## config.mk

```make
export PLATFORM = sky130hd
export DESIGN_NAME = palette_fade_stepper_flat
export DESIGN_NICKNAME = d
export VERILOG_FILES = /design/src/rtl/pfs_pkg.sv /design/src/rtl/pfs_if.sv /design/src/rtl/palette_fade_stepper.sv /design/src/flat_wrapper.sv
export SDC_FILE = /design/constraint.sdc
export NUM_CORES = 2
export LEC_CHECK = 0
export BUFFER_PORTS_ARGS = -buffer_cell sky130_fd_sc_hd__buf_4
export CAP_MARGIN = 20
export CORE_MARGIN = 10
export CORE_UTILIZATION = 35
export CTS_CLUSTER_DIAMETER = 40
export CTS_CLUSTER_SIZE = 12
export DETAILED_ROUTE_END_ITERATION = 12
export SLEW_MARGIN = 20
export SYNTH_ARGS = -nofsm -noshare
export SYNTH_HDL_FRONTEND = slang
export SYNTH_SLANG_ARGS = --single-unit
```

## constraint.sdc

```tcl
create_clock -name clk -period 14.1 [get_ports clk]
set_clock_uncertainty 0.15 [all_clocks]
set_input_delay 2.82 -clock clk [delete_from_list [all_inputs] [get_ports clk]]
set_output_delay 2.82 -clock clk [all_outputs]
set_load 0.01 [all_outputs]
```

## src/rtl/pfs_pkg.sv

```systemverilog
// shared types, constants and the per-entry fade step for the palette fade stepper
`default_nettype none

package pfs_pkg;

  // palette depth and the address width that follows from it
  localparam int PAL_ENTRIES = 64;
  localparam int ADDR_W      = $clog2(PAL_ENTRIES);

  // field widths fixed by the item format
  localparam int TYPE_W  = 2;
  localparam int INDEX_W = 6;
  localparam int COLOR_W = 12;
  localparam int SPEED_W = 8;
  localparam int NUM_CHAN = 3;

  // 3-bit channel fields of a 0BGR word and one step of each
  localparam logic [COLOR_W-1:0] CHAN_MASK [NUM_CHAN] = '{12'h00E, 12'h0E0, 12'hE00};
  localparam logic [COLOR_W-1:0] CHAN_UNIT [NUM_CHAN] = '{12'h002, 12'h020, 12'h200};

  typedef enum logic [TYPE_W-1:0] {
    REQ_WR_CUR = 2'd0,
    REQ_WR_TGT = 2'd1,
    REQ_START  = 2'd2,
    REQ_TICK   = 2'd3
  } req_type_t;

  typedef struct packed {
    logic               moved;
    logic [COLOR_W-1:0] color;
  } step_res_t;

  // move every channel one unit toward the target, low bits kept
  function automatic step_res_t step_color(input logic [COLOR_W-1:0] cur,
                                           input logic [COLOR_W-1:0] tgt);
    step_res_t          res;
    logic [COLOR_W-1:0] a;
    logic [COLOR_W-1:0] b;
    res.moved = 1'b0;
    res.color = cur;
    for (int c = 0; c < NUM_CHAN; c++) begin
      a = cur & CHAN_MASK[c];
      b = tgt & CHAN_MASK[c];
      if (a < b) begin
        res.color = res.color + CHAN_UNIT[c];
        res.moved = 1'b1;
      end else if (a > b) begin
        res.color = res.color - CHAN_UNIT[c];
        res.moved = 1'b1;
      end
    end
    return res;
  endfunction

endpackage

`default_nettype wire

```

## src/rtl/pfs_if.sv

```systemverilog
// request and result channel interfaces of the palette fade stepper
`default_nettype none

interface pfs_req_if;
  logic        valid;
  logic        ready;
  logic [1:0]  req_type;
  logic [5:0]  entry_index;
  logic [11:0] color;

  modport source (output valid, output req_type, output entry_index, output color,
                  input ready);
  modport sink   (input valid, input req_type, input entry_index, input color,
                  output ready);
endinterface

interface pfs_res_if;
  logic        valid;
  logic        ready;
  logic        fading;
  logic        is_entry;
  logic [5:0]  out_index;
  logic [11:0] out_color;
  logic        last;

  modport source (output valid, output fading, output is_entry, output out_index,
                  output out_color, output last, input ready);
  modport sink   (input valid, input fading, input is_entry, input out_index,
                  input out_color, input last, output ready);
endinterface

`default_nettype wire

```

## src/rtl/palette_fade_stepper.sv

```systemverilog
// Palette fade stepper: current and target palettes in block memories, one
// read-modify-write pass per fade step. A tick that triggers a step walks
// the palette once through the shared memory read port, one entry per
// cycle; if nothing moved it then gives one status beat, otherwise a second
// pass reads all entries back out at one beat per cycle while the result
// side takes them (a stalled beat holds the pass). Requests are taken only
// between these passes; a finished beat may still wait in the output
// register while the next request enters. Both palettes read as zero after
// reset through per-entry valid flags, so no clearing pass is needed. The
// fade speed (speed_r) is written through cfg_we.
`default_nettype none

module palette_fade_stepper
  import pfs_pkg::*;
(
  input  wire logic               clk,
  input  wire logic               rst_n,
  pfs_req_if.sink                 in_req,
  pfs_res_if.source               out_res,
  input  wire logic               cfg_we,
  input  wire logic [SPEED_W-1:0] cfg_wdata
);

  typedef enum logic [3:0] {
    S_IDLE = 4'b0001,
    S_STEP = 4'b0010,
    S_EMIT = 4'b0100,
    S_STAT = 4'b1000
  } state_t;

  localparam logic [ADDR_W-1:0] LAST_IDX = ADDR_W'(PAL_ENTRIES - 1);

  // control state
  state_t               state_r, state_nxt;
  logic                 fade_r, fade_nxt;
  logic [SPEED_W-1:0]   tick_r, tick_nxt;
  logic [SPEED_W-1:0]   speed_r;
  logic [ADDR_W-1:0]    ptr_r, ptr_nxt;
  logic                 idone_r, idone_nxt;
  logic                 st_v_r, st_v_nxt;
  logic [ADDR_W-1:0]    st_idx_r, st_idx_nxt;
  logic                 changed_r, changed_nxt;
  logic                 pend_r, pend_nxt;
  logic [ADDR_W-1:0]    pend_idx_r, pend_idx_nxt;
  logic [PAL_ENTRIES-1:0] cur_vld_r, tgt_vld_r;

  // output register
  logic                 ov_r, ov_nxt;
  logic                 o_fading_r, o_fading_nxt;
  logic                 o_entry_r, o_entry_nxt;
  logic [INDEX_W-1:0]   o_index_r, o_index_nxt;
  logic [COLOR_W-1:0]   o_color_r, o_color_nxt;
  logic                 o_last_r, o_last_nxt;

  // memories and their ports
  logic [COLOR_W-1:0]   cur_mem [PAL_ENTRIES];
  logic [COLOR_W-1:0]   tgt_mem [PAL_ENTRIES];
  logic                 rd_en;
  logic [ADDR_W-1:0]    rd_addr;
  logic [COLOR_W-1:0]   cur_q_r, tgt_q_r;
  logic                 cur_qv_r, tgt_qv_r;
  logic                 cur_we, tgt_we;
  logic [ADDR_W-1:0]    wr_addr;
  logic [COLOR_W-1:0]   wr_data;

  logic                 in_acc;
  logic                 idx_ok;
  logic                 out_free;
  logic                 move;
  logic                 issue;
  logic [SPEED_W-1:0]   tick_inc;
  logic [COLOR_W-1:0]   cur_q;
  logic [COLOR_W-1:0]   tgt_q;
  step_res_t            step;

  assign in_req.ready = (state_r == S_IDLE);
  assign in_acc       = in_req.valid && in_req.ready;
  assign idx_ok       = 32'(in_req.entry_index) < PAL_ENTRIES;
  assign out_free     = !ov_r || out_res.ready;
  assign tick_inc     = tick_r + SPEED_W'(1);

  // never-written entries read as zero
  assign cur_q = cur_qv_r ? cur_q_r : '0;
  assign tgt_q = tgt_qv_r ? tgt_q_r : '0;
  assign step  = step_color(cur_q, tgt_q);

  assign out_res.valid     = ov_r;
  assign out_res.fading    = o_fading_r;
  assign out_res.is_entry  = o_entry_r;
  assign out_res.out_index = o_index_r;
  assign out_res.out_color = o_color_r;
  assign out_res.last      = o_last_r;

  // sequencer, step datapath and output loading
  always_comb begin
    state_nxt    = state_r;
    fade_nxt     = fade_r;
    tick_nxt     = tick_r;
    ptr_nxt      = ptr_r;
    idone_nxt    = idone_r;
    st_v_nxt     = 1'b0;
    st_idx_nxt   = st_idx_r;
    changed_nxt  = changed_r;
    pend_nxt     = pend_r;
    pend_idx_nxt = pend_idx_r;
    ov_nxt       = ov_r && !out_res.ready;
    o_fading_nxt = o_fading_r;
    o_entry_nxt  = o_entry_r;
    o_index_nxt  = o_index_r;
    o_color_nxt  = o_color_r;
    o_last_nxt   = o_last_r;
    rd_en        = 1'b0;
    rd_addr      = ptr_r;
    cur_we       = 1'b0;
    tgt_we       = 1'b0;
    wr_addr      = ADDR_W'(in_req.entry_index);
    wr_data      = in_req.color;
    move         = 1'b0;
    issue        = 1'b0;

    unique case (state_r)
      S_IDLE: begin
        if (in_acc) begin
          unique case (req_type_t'(in_req.req_type))
            REQ_WR_CUR: cur_we = idx_ok;
            REQ_WR_TGT: tgt_we = idx_ok;
            REQ_START: begin
              fade_nxt = 1'b1;
              tick_nxt = '0;
            end
            REQ_TICK: begin
              if (fade_r) begin
                if (tick_inc < speed_r) begin
                  tick_nxt = tick_inc;
                end else begin
                  tick_nxt    = '0;
                  ptr_nxt     = '0;
                  idone_nxt   = 1'b0;
                  changed_nxt = 1'b0;
                  state_nxt   = S_STEP;
                end
              end
            end
            default: ;
          endcase
        end
      end

      S_STEP: begin
        // read one entry per cycle
        if (!idone_r) begin
          rd_en      = 1'b1;
          st_v_nxt   = 1'b1;
          st_idx_nxt = ptr_r;
          if (ptr_r == LAST_IDX) begin
            ptr_nxt   = '0;
            idone_nxt = 1'b1;
          end else begin
            ptr_nxt = ptr_r + ADDR_W'(1);
          end
        end
        // write back the stepped entry read last cycle
        if (st_v_r) begin
          cur_we  = 1'b1;
          wr_addr = st_idx_r;
          wr_data = step.color;
          if (step.moved) begin
            changed_nxt = 1'b1;
          end
          if (st_idx_r == LAST_IDX) begin
            ptr_nxt   = '0;
            idone_nxt = 1'b0;
            if (changed_r || step.moved) begin
              pend_nxt  = 1'b0;
              state_nxt = S_EMIT;
            end else begin
              fade_nxt  = 1'b0;
              state_nxt = S_STAT;
            end
          end
        end
      end

      S_EMIT: begin
        move  = pend_r && out_free;
        issue = !idone_r && (!pend_r || move);
        if (move) begin
          ov_nxt       = 1'b1;
          o_fading_nxt = 1'b1;
          o_entry_nxt  = 1'b1;
          o_index_nxt  = INDEX_W'(pend_idx_r);
          o_color_nxt  = cur_q;
          o_last_nxt   = (pend_idx_r == LAST_IDX);
          pend_nxt     = 1'b0;
        end
        if (issue) begin
          rd_en        = 1'b1;
          pend_nxt     = 1'b1;
          pend_idx_nxt = ptr_r;
          if (ptr_r == LAST_IDX) begin
            ptr_nxt   = '0;
            idone_nxt = 1'b1;
          end else begin
            ptr_nxt = ptr_r + ADDR_W'(1);
          end
        end
        if (idone_r && !pend_r) begin
          state_nxt = S_IDLE;
        end
      end

      S_STAT: begin
        // fade finished: one status beat
        if (out_free) begin
          ov_nxt       = 1'b1;
          o_fading_nxt = 1'b0;
          o_entry_nxt  = 1'b0;
          o_index_nxt  = '0;
          o_color_nxt  = '0;
          o_last_nxt   = 1'b1;
          state_nxt    = S_IDLE;
        end
      end

      default: state_nxt = S_IDLE;
    endcase
  end

  // control registers
  always_ff @(posedge clk) begin
    if (!rst_n) begin
      state_r   <= S_IDLE;
      fade_r    <= 1'b0;
      tick_r    <= '0;
      speed_r   <= SPEED_W'(1);
      ptr_r     <= '0;
      idone_r   <= 1'b0;
      st_v_r    <= 1'b0;
      changed_r <= 1'b0;
      pend_r    <= 1'b0;
      ov_r      <= 1'b0;
      cur_vld_r <= '0;
      tgt_vld_r <= '0;
    end else begin
      state_r   <= state_nxt;
      fade_r    <= fade_nxt;
      tick_r    <= tick_nxt;
      ptr_r     <= ptr_nxt;
      idone_r   <= idone_nxt;
      st_v_r    <= st_v_nxt;
      changed_r <= changed_nxt;
      pend_r    <= pend_nxt;
      ov_r      <= ov_nxt;
      if (cfg_we) begin
        speed_r <= cfg_wdata;
      end
      if (cur_we) begin
        cur_vld_r[wr_addr] <= 1'b1;
      end
      if (tgt_we) begin
        tgt_vld_r[wr_addr] <= 1'b1;
      end
    end
  end

  // payload registers
  always_ff @(posedge clk) begin
    st_idx_r   <= st_idx_nxt;
    pend_idx_r <= pend_idx_nxt;
    o_fading_r <= o_fading_nxt;
    o_entry_r  <= o_entry_nxt;
    o_index_r  <= o_index_nxt;
    o_color_r  <= o_color_nxt;
    o_last_r   <= o_last_nxt;
  end

  // current palette memory
  always_ff @(posedge clk) begin
    if (cur_we) begin
      cur_mem[wr_addr] <= wr_data;
    end
    if (rd_en) begin
      cur_q_r  <= cur_mem[rd_addr];
      cur_qv_r <= cur_vld_r[rd_addr];
    end
  end

  // target palette memory
  always_ff @(posedge clk) begin
    if (tgt_we) begin
      tgt_mem[wr_addr] <= wr_data;
    end
    if (rd_en) begin
      tgt_q_r  <= tgt_mem[rd_addr];
      tgt_qv_r <= tgt_vld_r[rd_addr];
    end
  end

endmodule

`default_nettype wire

```

## src/flat_wrapper.sv

```systemverilog
// flat-port wrapper written by rule: the top's interface ports become plain ports
module palette_fade_stepper_flat import pfs_pkg::*;
  (clk, rst_n, cfg_we, cfg_wdata, in_req_valid, in_req_req_type, in_req_entry_index, in_req_color, in_req_ready, out_res_valid, out_res_fading, out_res_is_entry, out_res_out_index, out_res_out_color, out_res_last, out_res_ready);
  pfs_req_if in_req_i ();
  pfs_res_if out_res_i ();
  input  wire logic clk;
  input  wire logic rst_n;
  input  wire logic cfg_we;
  input  wire logic [SPEED_W-1:0] cfg_wdata;
  input wire logic [$bits(in_req_i.valid)-1:0] in_req_valid;
  input wire logic [$bits(in_req_i.req_type)-1:0] in_req_req_type;
  input wire logic [$bits(in_req_i.entry_index)-1:0] in_req_entry_index;
  input wire logic [$bits(in_req_i.color)-1:0] in_req_color;
  output wire logic [$bits(in_req_i.ready)-1:0] in_req_ready;
  output wire logic [$bits(out_res_i.valid)-1:0] out_res_valid;
  output wire logic [$bits(out_res_i.fading)-1:0] out_res_fading;
  output wire logic [$bits(out_res_i.is_entry)-1:0] out_res_is_entry;
  output wire logic [$bits(out_res_i.out_index)-1:0] out_res_out_index;
  output wire logic [$bits(out_res_i.out_color)-1:0] out_res_out_color;
  output wire logic [$bits(out_res_i.last)-1:0] out_res_last;
  input wire logic [$bits(out_res_i.ready)-1:0] out_res_ready;
  assign in_req_i.valid = in_req_valid;
  assign in_req_i.req_type = in_req_req_type;
  assign in_req_i.entry_index = in_req_entry_index;
  assign in_req_i.color = in_req_color;
  assign in_req_ready = in_req_i.ready;
  assign out_res_valid = out_res_i.valid;
  assign out_res_fading = out_res_i.fading;
  assign out_res_is_entry = out_res_i.is_entry;
  assign out_res_out_index = out_res_i.out_index;
  assign out_res_out_color = out_res_i.out_color;
  assign out_res_last = out_res_i.last;
  assign out_res_i.ready = out_res_ready;
  palette_fade_stepper u_core (.clk(clk), .rst_n(rst_n), .in_req(in_req_i), .out_res(out_res_i), .cfg_we(cfg_we), .cfg_wdata(cfg_wdata));
endmodule
```

## After elaboration in Yosys (flattened, before gate mapping)

Memories as Yosys holds them, arrays and structs flattened. A register that Yosys moved wholly into a read port is not among the register bits.
Cells that the tools add are included.

| operators by class | value |
|---|---|
| $add $sub $neg | 8 |
| reductions and logical operators | 30 |
| eq/ne operators | 27 |
| order comparisons | 10 |
| muxes and demuxes | 96 |
| bitwise logic cells | 3 |

Operator list:

| kind | count |
|---|---|
| bitwise OR 64 bit | 2 |
| 2-to-1 mux 13 bit | 6 |
| 2-to-1 mux 6 bit | 13 |
| 2-to-1 mux 12 bit | 6 |
| 2-to-1 mux 1 bit | 43 |
| 2-to-1 mux 4 bit | 9 |
| one-hot mux 12 bit (2 select lines) | 1 |
| != test 2 x 1 -> 1 bit (second input constant) | 10 |
| equality test 6 bit (second input constant) | 3 |
| one-hot mux 6 bit (3 select lines) | 1 |
| less-than comparator 8 bit | 2 |
| 2-to-1 mux 8 bit | 2 |
| one-hot mux 1 bit (2 select lines) | 8 |
| one-hot mux 4 bit (4 select lines) | 1 |
| one-hot mux 8 bit (2 select lines) | 1 |
| less-than comparator 6 x 7 -> 1 bit (second input constant) | 2 |
| AND reduction 7 bit | 2 |
| adder 12 x 10 -> 12 bit (second input constant) | 1 |
| adder 12 x 2 -> 12 bit (second input constant) | 1 |
| adder 12 x 6 -> 12 bit (second input constant) | 1 |
| binary-select mux 1 bit (select 6 bit) | 2 |
| greater-than comparator 12 bit | 1 |
| less-than comparator 12 bit | 1 |
| != test 2 bit (second input constant) | 6 |
| 32 further kinds | 49 |

| storage, ports and cells | value |
|---|---|
| memories | 2 |
| output and inout port bits | 23 |
| flip-flop bits (word level) | 194 |
| logic and storage cells | 196 |
| memory bits (writable) | 1536 |

Memory list:

| memory | words | bits a word | read ports | clocked after Yosys merged registers in | wr ports | RTL line | RTL |
|---|---|---|---|---|---|---|---|
| u_core.cur_mem | 64 | 12 | 1 | 1 | 1 | palette_fade_stepper.sv:56 | `logic [COLOR_W-1:0] cur_mem [PAL_ENTRIES];` |
| u_core.tgt_mem | 64 | 12 | 1 | 1 | 1 | palette_fade_stepper.sv:57 | `logic [COLOR_W-1:0] tgt_mem [PAL_ENTRIES];` |

## Longest topological paths before layout

| depth | value |
|---|---|
| depth in word-level cells | 15 |
| mapped depth | 27 |

## Worst setup path after synthesis

OpenSTA, ideal clock, no wires.

| path | value |
|---|---|
| path kind | reg2reg |
| from | reg u_core.cur_qv_r |
| to | mem u_core.cur_mem[0][11], data pin |
| arrival time | 9.319 ns |
| cell stages (with the launch flop) | 27 |
| clock period less this slack | 10.665 ns |
| slack | 3.435 ns |
| cell sequence | edfxtp_1 > buf_4 > buf_2 > buf_1 > clkbuf_1 > nand2_1 > ha_1 > nor2_1 > maj3_2 > a32oi_1 > o32ai_1 > a32oi_1 > inv_1 > ha_1 > nand3b_1 > nor2_1 > mux2i_1 > xnor2_2 > inv_1 > ha_1 > inv_1 > nor2_1 > a31oi_1 > xnor2_1 > xnor2_1 > xnor2_1 > o21ai_0 |

| between the ends | value |
|---|---|
| cells in the longest elaborated chain, start to end | 12 |
| elaborated cells between the ends (all ways) | 21 |
| those cells by class | 6 x add/sub; 6 x order compare; 9 x mux |

Ends and longest elaborated chain:

| item | RTL line | RTL |
|---|---|---|
| start: declaration | palette_fade_stepper.sv:61 | `logic cur_qv_r, tgt_qv_r;` |
| start signal: assignment | palette_fade_stepper.sv:284 | `cur_qv_r <= cur_vld_r[rd_addr];` |
| 2-to-1 mux 12 bit * | palette_fade_stepper.sv:83 | `assign cur_q = cur_qv_r ? cur_q_r : '0;` |
| subtractor 12 x 2 -> 12 bit / greater-than comparator 4 bit (equally long branches) | pfs_pkg.sv:48, pfs_pkg.sv:47 |  |
| 2-to-1 mux 13 bit | pfs_pkg.sv:47 | `end else if (a > b) begin` |
| 2-to-1 mux 13 bit | pfs_pkg.sv:44 | `if (a < b) begin` |
| subtractor 12 x 6 -> 12 bit | pfs_pkg.sv:48 | `res.color = res.color - CHAN_UNIT[c];` |
| 2-to-1 mux 13 bit | pfs_pkg.sv:47 |  |
| 2-to-1 mux 13 bit | pfs_pkg.sv:44 |  |
| subtractor 12 x 10 -> 12 bit | pfs_pkg.sv:48 |  |
| 2-to-1 mux 13 bit | pfs_pkg.sv:47 |  |
| 2-to-1 mux 13 bit * | pfs_pkg.sv:44 |  |
| 2-to-1 mux 12 bit * | palette_fade_stepper.sv:163 | `if (st_v_r) begin` |
| 2-to-1 mux 12 bit * | palette_fade_stepper.sv:121 | `unique case (state_r)` |
| via u_core.wr_data[11] | palette_fade_stepper.sv:64 | `logic [COLOR_W-1:0] wr_data;` |
| end: declaration | palette_fade_stepper.sv:56 |  |

The timed path passes the listed nets; every way through them passes the cells marked *.

## Final worst setup path

| path | value |
|---|---|
| from | reg u_core.cur_qv_r |
| to | mem u_core.tgt_mem[24][11], data pin |

| between the ends | value |
|---|---|
| cells in the longest elaborated chain, start to end | 12 |
| elaborated cells between the ends (all ways) | 21 |
| those cells by class | 6 x add/sub; 6 x order compare; 9 x mux |

Ends and longest elaborated chain:

| item | RTL line | RTL |
|---|---|---|
| 2-to-1 mux 12 bit * | palette_fade_stepper.sv:83 |  |
| via u_core.cur_q[3] | palette_fade_stepper.sv:72 | `logic [COLOR_W-1:0] cur_q;` |
| subtractor 12 x 2 -> 12 bit / greater-than comparator 4 bit (equally long branches) | pfs_pkg.sv:48, pfs_pkg.sv:47 |  |
| 2-to-1 mux 13 bit | pfs_pkg.sv:47 |  |
| 2-to-1 mux 13 bit * | pfs_pkg.sv:44 |  |
| subtractor 12 x 6 -> 12 bit | pfs_pkg.sv:48 |  |
| 2-to-1 mux 13 bit | pfs_pkg.sv:47 |  |
| 2-to-1 mux 13 bit * | pfs_pkg.sv:44 |  |
| subtractor 12 x 10 -> 12 bit | pfs_pkg.sv:48 |  |
| 2-to-1 mux 13 bit | pfs_pkg.sv:47 |  |
| 2-to-1 mux 13 bit * | pfs_pkg.sv:44 |  |
| 2-to-1 mux 12 bit * | palette_fade_stepper.sv:163 |  |
| 2-to-1 mux 12 bit * | palette_fade_stepper.sv:121 |  |
| via u_core.wr_data[11] | palette_fade_stepper.sv:64 |  |
| end: declaration | palette_fade_stepper.sv:57 |  |

Marks and branches as above.

==> impl_metrics.toml <==
[global_route]
grt_max_degree = 127
grt_remaining_overflow = 0
antenna_found_initial = 9
gr-usage-all-layers_pct = 14.6
grt_pass1_wl_microns = 209000
grt_pass1_vias = 29700

[place]
place.gp.congestion = 0.791
dp_hpwl_microns = 82800
io_buffers = 55

[clock_tree]
h-tree-depth = 4
cts_sinks = 1559
cts_setup_buffers = 0
cts_hold_buf = 0
path_clk_slew_ns = 0.06
cts_buffers = 171
cts_root_buf = "clkbuf_16"
cts-resized-gates = 0
cts_tree = "built"
cts_buffer_depth = 3
clock_latency_ns = 0.80

[cells_and_area]
area_growth_pct = 15.4
drive_above_1_share_pct = 29.8
nets = 3128

[pwr]
p_clk_share_pct = 45.9
power.switching_w = 0.00194
seqPwrFrac_pct = 52.5
p_leak_nw = 21.5
power.internal_w = 0.00766
switching_share_pct = 20.2
vdd_drop_max_uv = 91.9
p_comb_share_pct = 1.7
powerDensity_mw_per_mm2 = 136

[timing]
holdWs_ns = 0.309
setup_viol = 0
finalHoldViolCount = 0
fin_crit_ns = 6.94
fmax_mhz = 144
fin_crit_sh_pct = 49.2
finalSetupTns_ns = 0
relSlewSlack_pct = 24.3
final_max_slew_viol_count = 0
worst_slew_pin_slew_ns = 1.13
rsz0062_at_grt = "no"

[synthesis]
yosysWarnings = 0
synth-edff-count = 1399
ys_seq_elements = 1559
synth_cell_type_count = 79
synth_area_sq_mm = 0.0610
async_flop_share_pct = 0
seq_area_frac_synth_pct = 74.1
synth_fp_nets = 2948
synth_ff_type = "edfxtp_1"
netlist_instances = 2893
syn_area_per_cell_sq_um = 21.1

[routing]
wirelength_microns = 141000
drtPass1Iterations = 7
route.detailed.drc = 0
ant_nets = 0
vias = 29400
wl_per_cell_microns = 25.4
viasPerCell = 5.30
drt_iter0_drc = 2721

[floorplan]
dieArea_sq_mm = 0.191
fp-row-count = 153
die_w_microns = 437
initial_core_util_pct = 35.1
boundaryPins = 56
chipHeight_microns = 437
core-area_sq_mm = 0.174

[setup_path]
critPathRequiredTime_ns = 14.40
cp.arrival_ns = 7.24
startpoint_type = "register"
cp_max_fo = 96
crit_path_end_kind = "register"
crit_type = "register to register"

[job]
drv_cap = 0

[min_path]
hold_class = "register to register"

[run_status]
status = "finished, final reports clean"
## kinds of logic (layout without fill, tap and decap cells)
group / Yosys count / in the layout / share of synthesized area (%)
other: 0 / 4 / 0
AOI/OAI and AO/OA: 245 / 245 / 2.94
and+or+nand+nor: 368 / 368 / 2.86
buffers and inverters: 178 / 508 / 1.15
muxes: 498 / 498 / 18.1
xor gates and xnor gates: 22 / 22 / 0.341
adders and majority gates: 23 / 23 / 0.470
DFF: 1559 / 1559 / 74.1
## cells in the final DEF (no fill, tap or decap), types with 6 or more instances in the layout
cell type and n:
edfxtp_1 1399, mux4_2 483, clkbuf_16 176, dfxtp_1 156, buf_4 150, o21a_1 137, nor2_1 133, clkbuf_1 71
nand2_1 68, nand3_1 30, nor2_2 29, inv_1 26, nor2b_1 23, ha_1 22, a21oi_1 18, nand2b_1 16
o21ai_0 15, xnor2_1 14, clkbuf_8 14, and3_1 12, mux2i_1 12, clkinv_2 12, o21ai_4 11, clkinvlp_4 11
bufinv_16 10, nor3_1 9, inv_6 8, and2_1 7, nand4_1 7, a21o_1 7, clkinv_8 7, nand3b_1 6
xor2_1 6
## routing by layer
metal / GRT usage [%] / up-vias / share of wire [%]
met5: 0 / - / 0
met1: 20.7 / 15800 / 44
met2: 22.9 / 956 / 47
li1: - / 12400 / -
met4: 3.92 / 0 / 2.2
met3: 2.94 / 216 / 6.4
## critical path, cell delays in order, from the launching register on
cell and delay (ns):
edfxtp_1 0.36, buf_4 0.25, nand2_1 0.19, inv_1 0.07, ha_1 0.32, a21bo_2 0.24
o211ai_1 0.76, o32ai_1 0.17, a32oi_1 0.52, inv_1 0.10, ha_1 0.21, nand3b_1 0.11
nor2_1 0.07, mux2i_1 0.25, xnor2_2 0.17, inv_1 0.07, ha_1 0.20, inv_1 0.06
nor2_1 0.04, a31oi_1 0.18, xnor2_1 0.16, xnor2_1 0.15, xnor2_1 0.13, o21ai_4 0.75
buf_4 0.82
## power by group through the flow
stage | logic, W | registers, W | clock network [W]
after floorplan | 0.0000818 | 0.00515 | 0
after global placement | 0.000158 | 0.00514 | 0
after detailed placement | 0.000162 | 0.00514 | 0
after CTS | 0.000162 | 0.00504 | 0.00449
after global routing | 0.000174 | 0.00504 | 0.00468
final | 0.000160 | 0.00504 | 0.00440
## path summary, 6_finish.rpt
kind / cells after the start / from / end / slack, ns
worst max-delay path: 24 / u_core.cur_qv_r / u_core.tgt_mem[24][11] / 7.16
worst min-delay path: 1 / u_core.cur_vld_r[23] / u_core.cur_vld_r[23] / 0.31
worst max register to register: 24 / u_core.cur_qv_r / u_core.tgt_mem[24][11] / 7.16
worst min register to register: 1 / u_core.cur_vld_r[23] / u_core.cur_vld_r[23] / 0.31
## final cells by class
cell class                      instances  area, sq um
Antenna cell                            4         10.0
Clock buffer                          261         4860
Clock inverter                         62          759
Fill cell                           15200       103000
Inverter                               28          105
Multi-Input combinational cell       1156        15300
Sequential cell                      1559        45200
Tap cell                             2325         2910
Timing Repair Buffer                  157         1250
## registers in the layout, indices dropped and copies added (netlist names), 4 cells and up
name	flops
u_core.out_res.out_color	12
u_core.tgt_vld_r	64
u_core.cur_mem	768
u_core.tick_r	8
u_core.cur_vld_r	64
u_core.st_idx_r	6
u_core.tgt_mem	576
u_core.pend_idx_r	6
u_core.tgt_q_r	9
u_core.out_res.out_index	6
u_core.speed_r	8
u_core.cur_q_r	12
u_core.ptr_r	6
u_core.state_r	4
## synthesized netlist by cell type (3+ instances only)
| cell | instances | area (sq um) |
|---|---|---|
| edfxtp_1 | 1399 | 42000 |
| mux4_2 | 483 | 10900 |
| nor2_1 | 162 | 608 |
| dfxtp_1 | 160 | 3200 |
| o21a_1 | 137 | 1030 |
| clkbuf_1 | 96 | 360 |
| nand2_1 | 69 | 259 |
| buf_1 | 38 | 143 |
| nand3_1 | 30 | 150 |
| inv_1 | 26 | 97.6 |
| o21ai_0 | 26 | 130 |
| nor2b_1 | 23 | 144 |
| ha_1 | 22 | 275 |
| a21oi_1 | 18 | 90.1 |
| nand2b_1 | 16 | 100 |
| xnor2_1 | 14 | 123 |
| buf_2 | 13 | 65.1 |
| and3_1 | 12 | 75.1 |
| mux2i_1 | 12 | 120 |
| nor3_1 | 9 | 45.0 |
| a21o_1 | 7 | 52.6 |
| and2_1 | 7 | 43.8 |
| nand4_1 | 7 | 43.8 |
| nand3b_1 | 6 | 45.0 |
| xor2_1 | 6 | 52.6 |
| a22oi_1 | 5 | 37.5 |
| o211ai_1 | 5 | 37.5 |
| a21boi_0 | 4 | 30.0 |
| a32o_1 | 4 | 40.0 |
| a32oi_1 | 4 | 35.0 |
| or3_1 | 4 | 25.0 |
| a21boi_1 | 3 | 22.5 |
| a31oi_1 | 3 | 18.8 |
| and4_1 | 3 | 26.3 |
| mux2_2 | 3 | 33.8 |
| nor3b_1 | 3 | 22.5 |
| o21ai_1 | 3 | 15.0 |
| or2_2 | 3 | 18.8 |
## stage by stage
| stage | area [sq um] | power [W] | std cells | util, % | setup slack [ns] |
|---|---|---|---|---|---|
| 4_1_cts | 70400 | 0.00969 | 5546 | 40.5 | 7.27 |
| 2_1_floorplan | 61000 | 0.00524 | 2893 | - | 3.43 |
| 3_5_place_dp | 64800 | 0.00530 | 5223 | 37.3 | 7.33 |
| 5_1_grt | 70400 | 0.00989 | 5549 | 40.5 | 6.65 |
| 6_report | 70400 | 0.00960 | 5552 | 40.5 | 7.16 |
| 3_3_place_gp | 64700 | 0.00529 | 5222 | 37.3 | 7.43 |
Note: power is estimated with default switching activity, not from simulation.
